<file path="config.mk">
export PLATFORM = sky130hd
export DESIGN_NAME = adaptive_step_detector
export DESIGN_NICKNAME = d
export VERILOG_FILES = /design/src/rtl/asd_pkg.sv /design/src/rtl/adaptive_step_detector.sv /design/src/rtl/asd_divider.sv /design/src/rtl/asd_sqrt.sv
export SDC_FILE = /design/constraint.sdc
export NUM_CORES = 2
export LEC_CHECK = 0
export ABC_AREA = 0
export BUFFER_PORTS_ARGS = -buffer_cell sky130_fd_sc_hd__buf_2
export CORE_AREA = 3 3 247 298
export CTS_CLUSTER_DIAMETER = 60
export DETAILED_ROUTE_END_ITERATION = 12
export DIE_AREA = 0 0 250 301
export PLACE_DENSITY = 0.81
export SYNTH_ARGS = -nofsm -noshare
export SYNTH_HDL_FRONTEND = slang
export SYNTH_SLANG_ARGS = --single-unit
</file>
<file path="constraint.sdc">
create_clock -name clk -period 15.6 [get_ports clk]
set_clock_uncertainty 0.1 [all_clocks]
set_input_delay 3.12 -clock clk [delete_from_list [all_inputs] [get_ports clk]]
set_output_delay 3.12 -clock clk [all_outputs]
set_load 0.01 [all_outputs]
</file>
<file path="src/rtl/asd_pkg.sv">
// Package for the adaptive step detector: widths, register indexes, reset values
// and limits, the configuration record and a saturation helper used by the top level.
// No dependencies.
package asd_pkg;
  localparam int HistoryDepth = 4;
  localparam int HistIdxW = (HistoryDepth > 1) ? $clog2(HistoryDepth) : 1;
  localparam int HistCntW = $clog2(HistoryDepth + 1);
  localparam int IntervalW = 11;
  localparam int SumW = IntervalW + HistCntW;

  localparam logic [2:0] REG_FLOOR = 3'd0;
  localparam logic [2:0] REG_SENS = 3'd1;
  localparam logic [2:0] REG_ATTACK = 3'd2;
  localparam logic [2:0] REG_RELEASE = 3'd3;
  localparam logic [2:0] REG_STOP = 3'd4;
  localparam logic [2:0] REG_SKIPFRAC = 3'd5;
  localparam logic [2:0] REG_SKIPMIN = 3'd6;
  localparam logic [2:0] REG_SKIPMAX = 3'd7;

  localparam logic [19:0] Max20 = 20'hFFFFF;
  localparam logic [10:0] MaxInterval = 11'd2000;
  localparam logic [15:0] SkipReset = 16'd250;

  typedef struct packed {
    logic [16:0] floor_lvl;
    logic [7:0]  sens;
    logic [15:0] attack;
    logic [15:0] release_w;
    logic [15:0] stop_ms;
    logic [15:0] skip_frac;
    logic [15:0] skip_min;
    logic [15:0] skip_max;
  } cfg_t;

  function automatic logic [19:0] sat20(input logic [35:0] v);
    sat20 = (v > {16'd0, Max20}) ? Max20 : v[19:0];
  endfunction
endpackage

</file>
<file path="src/rtl/adaptive_step_detector.sv">
// Adaptive step detector: one request in, one result out.
// Flow per request: 3 squaring steps, the 17-step square root, the 25-step shared
// divider when a rearm runs it, a step's peak and threshold update, and the history sum
// and divider average when an interval is stored.
// One request at a time; input ready only in idle, so a new request is taken only after
// the result is accepted. Synchronous active-high reset restores config, state and trackers.
module adaptive_step_detector (
  input  logic        clk,
  input  logic        rst,
  input  logic        s_axis_tvalid,
  output logic        s_axis_tready,
  // tdata: time_ms[31:0], accel_x[47:32], accel_y[63:48], accel_z[79:64]
  input  logic [79:0] s_axis_tdata,
  output logic        m_axis_tvalid,
  input  logic        m_axis_tready,
  // tdata: step_detected[0], magnitude[17:1], threshold_now[37:18],
  //        peak_now[57:38], skip_now[73:58], zero fill to 80 bits
  output logic [79:0] m_axis_tdata,
  input  logic        cfg_we,
  input  logic [2:0]  cfg_index,
  input  logic [16:0] cfg_data
);
  import asd_pkg::*;

  localparam logic [3:0] ST_IDLE = 4'd0;
  localparam logic [3:0] ST_SQ = 4'd1;
  localparam logic [3:0] ST_ROOT = 4'd2;
  localparam logic [3:0] ST_REARM = 4'd3;
  localparam logic [3:0] ST_DECIDE = 4'd4;
  localparam logic [3:0] ST_PK1 = 4'd5;
  localparam logic [3:0] ST_PK2 = 4'd6;
  localparam logic [3:0] ST_THR = 4'd7;
  localparam logic [3:0] ST_SUM = 4'd8;
  localparam logic [3:0] ST_AVG = 4'd9;
  localparam logic [3:0] ST_SKIP = 4'd10;
  localparam logic [3:0] ST_OUT = 4'd11;

  cfg_t cfg;
  logic [3:0] state;
  logic [31:0] t_ms, last_ms, since;
  logic signed [15:0] ax, ay, az;
  logic [1:0]  axis;
  logic [33:0] sumsq;
  logic [16:0] mag;
  logic [19:0] peak, thr;
  logic [15:0] skip;
  logic        rearm, seen, fired;
  logic [IntervalW-1:0] hist [HistoryDepth];
  logic [HistIdxW-1:0]  widx;
  logic        full;
  logic [HistCntW-1:0]  cnt, sidx;
  logic [SumW-1:0]      hsum;
  logic [35:0] acc;

  // Shared multiplier: one 20x17 product a cycle, operands chosen by state.
  logic [19:0] mul_a;
  logic [16:0] mul_b;
  logic [36:0] prod;
  logic signed [15:0] sq_op;
  logic [15:0] abs_op;
  logic [16:0] weight;

  logic        div_start, div_done, sq_start, sq_done;
  logic [24:0] div_dvd, div_q;
  logic [7:0]  div_dvs;
  logic [16:0] root;
  logic [IntervalW-1:0] iv;

  assign since = t_ms - last_ms;
  assign iv = since[IntervalW-1:0];
  assign sq_op = (axis == 2'd0) ? ax : (axis == 2'd1) ? ay : az;
  assign abs_op = sq_op[15] ? 16'(-sq_op) : sq_op;
  assign weight = ({3'd0, mag} > peak) ? {1'b0, cfg.attack} : {1'b0, cfg.release_w};

  always_comb begin
    mul_a = 20'd0;
    mul_b = 17'd0;
    case (state)
      ST_SQ: begin
        mul_a = {4'd0, abs_op};
        mul_b = {1'b0, abs_op};
      end
      ST_PK1: begin
        mul_a = {3'd0, mag};
        mul_b = weight;
      end
      ST_PK2: begin
        mul_a = peak;
        mul_b = 17'h10000 - weight;
      end
      ST_THR: begin
        mul_a = peak;
        mul_b = {9'd0, cfg.sens};
      end
      ST_SKIP: begin
        mul_a = {7'd0, div_q[12:0]};
        mul_b = {1'b0, cfg.skip_frac};
      end
      default: begin
        mul_a = 20'd0;
        mul_b = 17'd0;
      end
    endcase
  end
  assign prod = mul_a * mul_b;

  asd_sqrt u_sqrt (.clk, .rst, .start(sq_start), .radicand(sumsq),
                   .done(sq_done), .root);
  asd_divider u_div (.clk, .rst, .start(div_start), .dividend(div_dvd),
                     .divisor(div_dvs), .done(div_done), .quotient(div_q));

  assign s_axis_tready = (state == ST_IDLE);
  assign m_axis_tvalid = (state == ST_OUT);
  assign m_axis_tdata = {6'd0, skip, peak, thr, mag, fired};

  // Configuration writes.
  always_ff @(posedge clk) begin
    if (rst) begin
      cfg.floor_lvl <= 17'd2560;
      cfg.sens <= 8'd128;
      cfg.attack <= 16'd26214;
      cfg.release_w <= 16'd3277;
      cfg.stop_ms <= 16'd2000;
      cfg.skip_frac <= 16'd26214;
      cfg.skip_min <= 16'd150;
      cfg.skip_max <= 16'd500;
    end else if (cfg_we) begin
      case (cfg_index)
        REG_FLOOR: cfg.floor_lvl <= cfg_data;
        REG_SENS: cfg.sens <= cfg_data[7:0];
        REG_ATTACK: cfg.attack <= cfg_data[15:0];
        REG_RELEASE: cfg.release_w <= cfg_data[15:0];
        REG_STOP: cfg.stop_ms <= cfg_data[15:0];
        REG_SKIPFRAC: cfg.skip_frac <= cfg_data[15:0];
        REG_SKIPMIN: cfg.skip_min <= cfg_data[15:0];
        REG_SKIPMAX: cfg.skip_max <= cfg_data[15:0];
        default: cfg.floor_lvl <= cfg.floor_lvl;
      endcase
    end
  end

  // History store: entries only read once written, so no reset.
  always_ff @(posedge clk) begin
    if (state == ST_THR && seen && iv != '0 && since <= {21'd0, MaxInterval}) begin
      hist[widx] <= iv;
    end
  end

  always_ff @(posedge clk) begin
    div_start <= 1'b0;
    sq_start <= 1'b0;
    if (rst) begin
      state <= ST_IDLE;
      rearm <= 1'b1;
      seen <= 1'b0;
      last_ms <= 32'd0;
      skip <= SkipReset;
      widx <= '0;
      full <= 1'b0;
      peak <= 20'd0;
      thr <= 20'd0;
    end else begin
      case (state)
        ST_IDLE: begin
          if (s_axis_tvalid) begin
            t_ms <= s_axis_tdata[31:0];
            ax <= s_axis_tdata[47:32];
            ay <= s_axis_tdata[63:48];
            az <= s_axis_tdata[79:64];
            axis <= 2'd0;
            sumsq <= 34'd0;
            fired <= 1'b0;
            state <= ST_SQ;
          end
        end
        ST_SQ: begin
          // Sum of three squares, one axis a cycle.
          sumsq <= sumsq + {2'd0, prod[31:0]};
          axis <= axis + 2'd1;
          if (axis == 2'd2) begin
            sq_start <= 1'b1;
            state <= ST_ROOT;
          end
        end
        ST_ROOT: begin
          if (sq_done) begin
            mag <= root;
            if (rearm || since > {16'd0, cfg.stop_ms}) begin
              thr <= {3'd0, cfg.floor_lvl};
              rearm <= 1'b0;
              div_dvd <= {cfg.floor_lvl, 8'd0};
              div_dvs <= cfg.sens;
              if (cfg.sens == 8'd0) begin
                peak <= Max20;
                state <= ST_DECIDE;
              end else begin
                div_start <= 1'b1;
                state <= ST_REARM;
              end
            end else begin
              state <= ST_DECIDE;
            end
          end
        end
        ST_REARM: begin
          if (div_done) begin
            peak <= sat20({11'd0, div_q});
            state <= ST_DECIDE;
          end
        end
        ST_DECIDE: begin
          if (17'(mag) > 17'(0) && {3'd0, mag} > thr && since > {16'd0, skip}) begin
            fired <= 1'b1;
            state <= ST_PK1;
          end else begin
            state <= ST_OUT;
          end
        end
        ST_PK1: begin
          acc <= {15'd0, prod[36:16]};
          state <= ST_PK2;
        end
        ST_PK2: begin
          peak <= sat20(acc + {15'd0, prod[36:16]});
          state <= ST_THR;
        end
        ST_THR: begin
          last_ms <= t_ms;
          seen <= 1'b1;
          if (prod[27:8] < {3'd0, cfg.floor_lvl}) thr <= {3'd0, cfg.floor_lvl};
          else thr <= prod[27:8];
          if (seen && iv != '0 && since <= {21'd0, MaxInterval}) begin
            widx <= (widx == HistIdxW'(HistoryDepth - 1)) ? '0 : widx + 1'b1;
            if (widx == HistIdxW'(HistoryDepth - 1)) full <= 1'b1;
            cnt <= (full || widx == HistIdxW'(HistoryDepth - 1)) ?
                   HistCntW'(HistoryDepth) : HistCntW'(widx) + 1'b1;
            sidx <= '0;
            hsum <= '0;
            state <= ST_SUM;
          end else begin
            state <= ST_OUT;
          end
        end
        ST_SUM: begin
          // Accumulate written history entries, one a cycle.
          hsum <= hsum + SumW'(hist[sidx[HistIdxW-1:0]]);
          sidx <= sidx + 1'b1;
          if (sidx + 1'b1 == cnt) begin
            div_dvd <= 25'(hsum + SumW'(hist[sidx[HistIdxW-1:0]]));
            div_dvs <= 8'(cnt);
            div_start <= 1'b1;
            state <= ST_AVG;
          end
        end
        ST_AVG: begin
          if (div_done) state <= ST_SKIP;
        end
        ST_SKIP: begin
          if (prod[31:16] < cfg.skip_min) begin
            skip <= (cfg.skip_min > cfg.skip_max) ? cfg.skip_max : cfg.skip_min;
          end else if (prod[31:16] > cfg.skip_max) begin
            skip <= cfg.skip_max;
          end else begin
            skip <= prod[31:16];
          end
          state <= ST_OUT;
        end
        ST_OUT: begin
          if (m_axis_tready) state <= ST_IDLE;
        end
        default: state <= ST_IDLE;
      endcase
    end
  end

  a_one_side: assert property (@(posedge clk) disable iff (rst)
    !(s_axis_tready && m_axis_tvalid)) else $error("ready while result held");
  a_fire_stamp: assert property (@(posedge clk) disable iff (rst)
    (state == ST_THR) |=> (last_ms == $past(t_ms) && seen))
    else $error("step time not recorded");
  a_out_hold: assert property (@(posedge clk) disable iff (rst)
    (m_axis_tvalid && !m_axis_tready) |=> (m_axis_tvalid && $stable(m_axis_tdata)))
    else $error("result changed while waiting");
endmodule

</file>
<file path="src/rtl/asd_divider.sv">
// Shared restoring divider, one quotient bit a cycle, 25-bit dividend.
// Used for the rearm peak and the interval average. Depends on asd_pkg.
module asd_divider (
  input  logic        clk,
  input  logic        rst,
  input  logic        start,
  input  logic [24:0] dividend,
  input  logic [7:0]  divisor,
  output logic        done,
  output logic [24:0] quotient
);
  import asd_pkg::*;

  logic [24:0] rem_q;
  logic [24:0] quo;
  logic [4:0]  count;
  logic        busy;
  logic [25:0] trial;
  logic [25:0] shifted;

  assign shifted = {rem_q, quo[24]};
  assign trial = shifted - {18'd0, divisor};
  assign quotient = quo;

  always_ff @(posedge clk) begin
    if (rst) begin
      busy <= 1'b0;
      done <= 1'b0;
      count <= 5'd0;
    end else begin
      done <= 1'b0;
      if (start) begin
        busy <= 1'b1;
        count <= 5'd25;
        rem_q <= 25'd0;
        quo <= dividend;
      end else if (busy) begin
        if (!trial[25]) begin
          rem_q <= trial[24:0];
          quo <= {quo[23:0], 1'b1};
        end else begin
          rem_q <= shifted[24:0];
          quo <= {quo[23:0], 1'b0};
        end
        count <= count - 5'd1;
        if (count == 5'd1) begin
          busy <= 1'b0;
          done <= 1'b1;
        end
      end
    end
  end
endmodule

</file>
<file path="src/rtl/asd_sqrt.sv">
// Bit-pair integer square root of a 34-bit sum of squares.
// Depends on asd_pkg.
module asd_sqrt (
  input  logic        clk,
  input  logic        rst,
  input  logic        start,
  input  logic [33:0] radicand,
  output logic        done,
  output logic [16:0] root
);
  import asd_pkg::*;

  logic [33:0] rad;
  logic [18:0] rem_q;
  logic [16:0] res;
  logic [4:0]  count;
  logic        busy;
  logic [18:0] cur;
  logic [18:0] trial;

  assign cur = {rem_q[16:0], rad[33:32]};
  assign trial = cur - {res, 2'b01};
  assign root = res;

  always_ff @(posedge clk) begin
    if (rst) begin
      busy <= 1'b0;
      done <= 1'b0;
      count <= 5'd0;
    end else begin
      done <= 1'b0;
      if (start) begin
        busy <= 1'b1;
        count <= 5'd17;
        rad <= radicand;
        rem_q <= 19'd0;
        res <= 17'd0;
      end else if (busy) begin
        rad <= {rad[31:0], 2'b00};
        if (!trial[18]) begin
          rem_q <= trial;
          res <= {res[15:0], 1'b1};
        end else begin
          rem_q <= cur;
          res <= {res[15:0], 1'b0};
        end
        count <= count - 5'd1;
        if (count == 5'd1) begin
          busy <= 1'b0;
          done <= 1'b1;
        end
      end
    end
  end
endmodule
</file>
==> impl_metrics.toml <==
[setup_path]
rrSetupSlack_ns = 2.17
arrival_ns = 13.87
start_kind = "flop"
crit_type = "flop to flop"
r2r_start = "mag[1]$_DFFE_PP_"
ff2ff_path_depth = 46
reg2reg_to = "peak[5]$_SDFFE_PP0P_"
slowest_stage = "and4_1"
worst_setup_path_end_kind = "flop"
path_max_fanout = 26
cpMostUsedCell = "fa_1"
slowest_delay_ns = 0.79
worstPathRequired_ns = 16.04

[finish]
layout.area.seq_um2 = 15800
layout.nets = 5663
stdcell_count = 5893
syn_to_final_growth_pct = 8.77
layout_commonest_cell = "nand2_1"
drive_above_1_share_pct = 10.2
mostFrequentLayoutCells = "nand2_1 (716), inv_1 (579), ha_1 (375)"
multi_input_area_um2 = 26500
fill_cells = 5439

[routing]
drt-wirelength-per-cell_um = 23.2
dr.pass1.iters = 12
route.detailed.drc = 0
detail-route-antenna-nets = 0
num_vias = 36800
drt_first_iter_violations = 3423
vias_per_cell = 6.25
drt-total-wl_um = 137000

[timing]
setup_slack_ns = 2.17
drv_slew = 0
finalSetupViolations = 0
period_needed_ns = 13.43
whs_ns = 0.355
tightestPinTransition_ns = 1.25
relSlewSlack_pct = 16.6
achievable-frequency_mhz = 74.4
grt_setup_unrepaired = "no"
fin_crit_sh_pct = 86.1
hold_viol_final = 0
fin_tns_setup_ns = 0

[floorplanning]
rows = 107
io_pins = 187
core-area_um2 = 70800
die_y_um = 301
die-area_um2 = 75300
start_util_pct = 64.0
die_width_um = 250

[global_routing]
grt_pass1_wl_um = 211000
overflow = 0
grt_max_degree = 81
antenna_found_initial = 8
track_usage_pct = 36.2
grt_pass1_vias = 37000

[clocking]
numCtsBuffers = 61
cts_resized = 0
clock_sinks = 606
insertion_delay_ns = 0.64
tritoncts = "built"
root_buffer = "clkbuf_16"
postCtsSetupRepairBufs = 0
clkTransAtPathRegs_ns = 0.07
hold_buffers = 0
cts.path.max_buffers = 3
htree_levels = 2

[synthesis]
yosysUniqueCellTypes = 102
synth_warnings = 0
ys_seq_area_share_pct = 35.0
postSynthCellCount = 4815
synth_seq_cells = 606
synth.avg_cell_area_um2 = 9.41
synth_edf_count = 370
yosys_most_used_dff = "edfxtp_1"
async_flop_share_pct = 0
syn_area_um2 = 45300

[hold_path]
min-delay-start = "last_ms[28]$_SDFFE_PP0P_"
whs_path_depth = 2
min_to = "last_ms[28]$_SDFFE_PP0P_"
hold_class = "flop to flop"

[placement]
preCtsSetupSlack_ns = 2.47
dpl.hpwl_um = 104000
gp_congestion = 0.999
dpl.cell_count = 5772
port-buffer-count = 180

[power]
power_frac_seq_pct = 30.0
comb_power_share_pct = 45.4
power.density_nw_per_um2 = 132
p_sw_w = 0.00270
swShare_pct = 41.5
clock_power_share_pct = 24.6
vdd_drop_max_uv = 119
p_leak_nw = 21.1
intPower_w = 0.00381

[outcome]
status = "finished, final reports clean"

[job]
drv_cap = 0
[Yosys cell counts (82+ instances only)]
cell      instances  area share, %
ha_1            375             10
fa_1            274             12
nor3_1           82           0.91
clkbuf_1        168            1.4
inv_1           579            4.8
nor2_1          321            2.7
a21o_1           84            1.4
nand2_1         716            5.9
a21oi_1         287            3.2
and2_1           98            1.4
o21ai_0         160            1.8
dfxtp_1         236             10
xnor2_1         102            2.0
edfxtp_1        370             25
[worst max path at each step]
stage	slack, ns	end	from
2_1_floorplan	4.15	skip[12]$_SDFFE_PP0P_	mag[13]$_DFFE_PP_
5_1_grt	1.50	peak[3]$_SDFFE_PP0P_	mag[1]$_DFFE_PP_
4_1_cts	2.39	peak[5]$_SDFFE_PP0P_	mag[1]$_DFFE_PP_
3_5_place_dp	2.47	peak[5]$_SDFFE_PP0P_	mag[1]$_DFFE_PP_
6_report	2.17	peak[5]$_SDFFE_PP0P_	mag[1]$_DFFE_PP_
3_3_place_gp	2.64	peak[10]$_SDFFE_PP0P_	mag[13]$_DFFE_PP_
[sequential cells by signal, indices dropped and copies added, names as in the netlist, 17 cells and up, named ones only]
name            count
acc                21
cfg               121
div_dvd            25
hist               44
last_ms            32
mag                17
peak               20
sumsq              34
t_ms               32
thr                20
u_div.quotient     25
u_div.rem_q        25
u_sqrt.rad         34
u_sqrt.rem_q       17
u_sqrt.root        17
[worst max-delay path: cells and delay by family, from the launching register on]
family / cells / cell delay, ns
AOI/OAI and AO/OA: 17 / 3.42
xor gates and xnor gates: 1 / 0.49
adders and majority gates: 10 / 4.74
buffers and inverters: 8 / 1.44
DFF: 1 / 0.49
muxes: 2 / 0.64
and+or+nand+nor: 8 / 1.99
[per-layer routing]
metal,part of all wire (%),vias to the layer above,track usage [%]
li1,-,16700,-
met1,37,17900,43.8
met2,47,1752,60.1
met3,8.2,457,5.86
met4,7.8,4,23.7
met5,0.021,-,0
[cell type report]
cell class	instances	area share, %
Tap cell	926	2.35
Sequential cell	606	32.1
Timing Repair Buffer	246	2.85
Clock buffer	79	3.60
Inverter	580	4.42
Multi-Input combinational cell	3414	53.8
Antenna cell	6	0.0305
Clock inverter	36	0.858
[power by group through the flow]
stage	combinational, W	clock (W)	sequential, W
5_1_grt	0.00324	0.00168	0.00196
2_1_floorplan	0.00198	0	0.00194
3_3_place_gp	0.00282	0	0.00198
6_report	0.00296	0.00160	0.00195
4_1_cts	0.00289	0.00161	0.00195
3_5_place_dp	0.00286	0	0.00199
[cell families (layout without fill, tap and decap cells)]
| family | count (synthesis) | count (layout) | share of synthesized area (%) |
|---|---|---|---|
| simple gates | 1536 | 1536 | 15.3 |
| compound gates | 928 | 928 | 13.9 |
| buf+inv | 800 | 941 | 6.84 |
| fa+ha+maj | 649 | 649 | 22.5 |
| flops | 606 | 606 | 35.0 |
| xor+xnor | 163 | 163 | 3.17 |
| mux | 132 | 132 | 3.40 |
| other cells | 1 | 12 | 0.00828 |
[metrics by stage]
step	area [um2]	total power (W)	utilization (%)
finish	49300	0.00652	69.6
global route	49300	0.00688	69.6
CTS	49300	0.00646	69.6
detailed placement	47100	0.00485	66.5
global placement	47100	0.00480	66.5
floorplan	45300	0.00393	-
No activity file was read; power rests on OpenSTA's default activity.
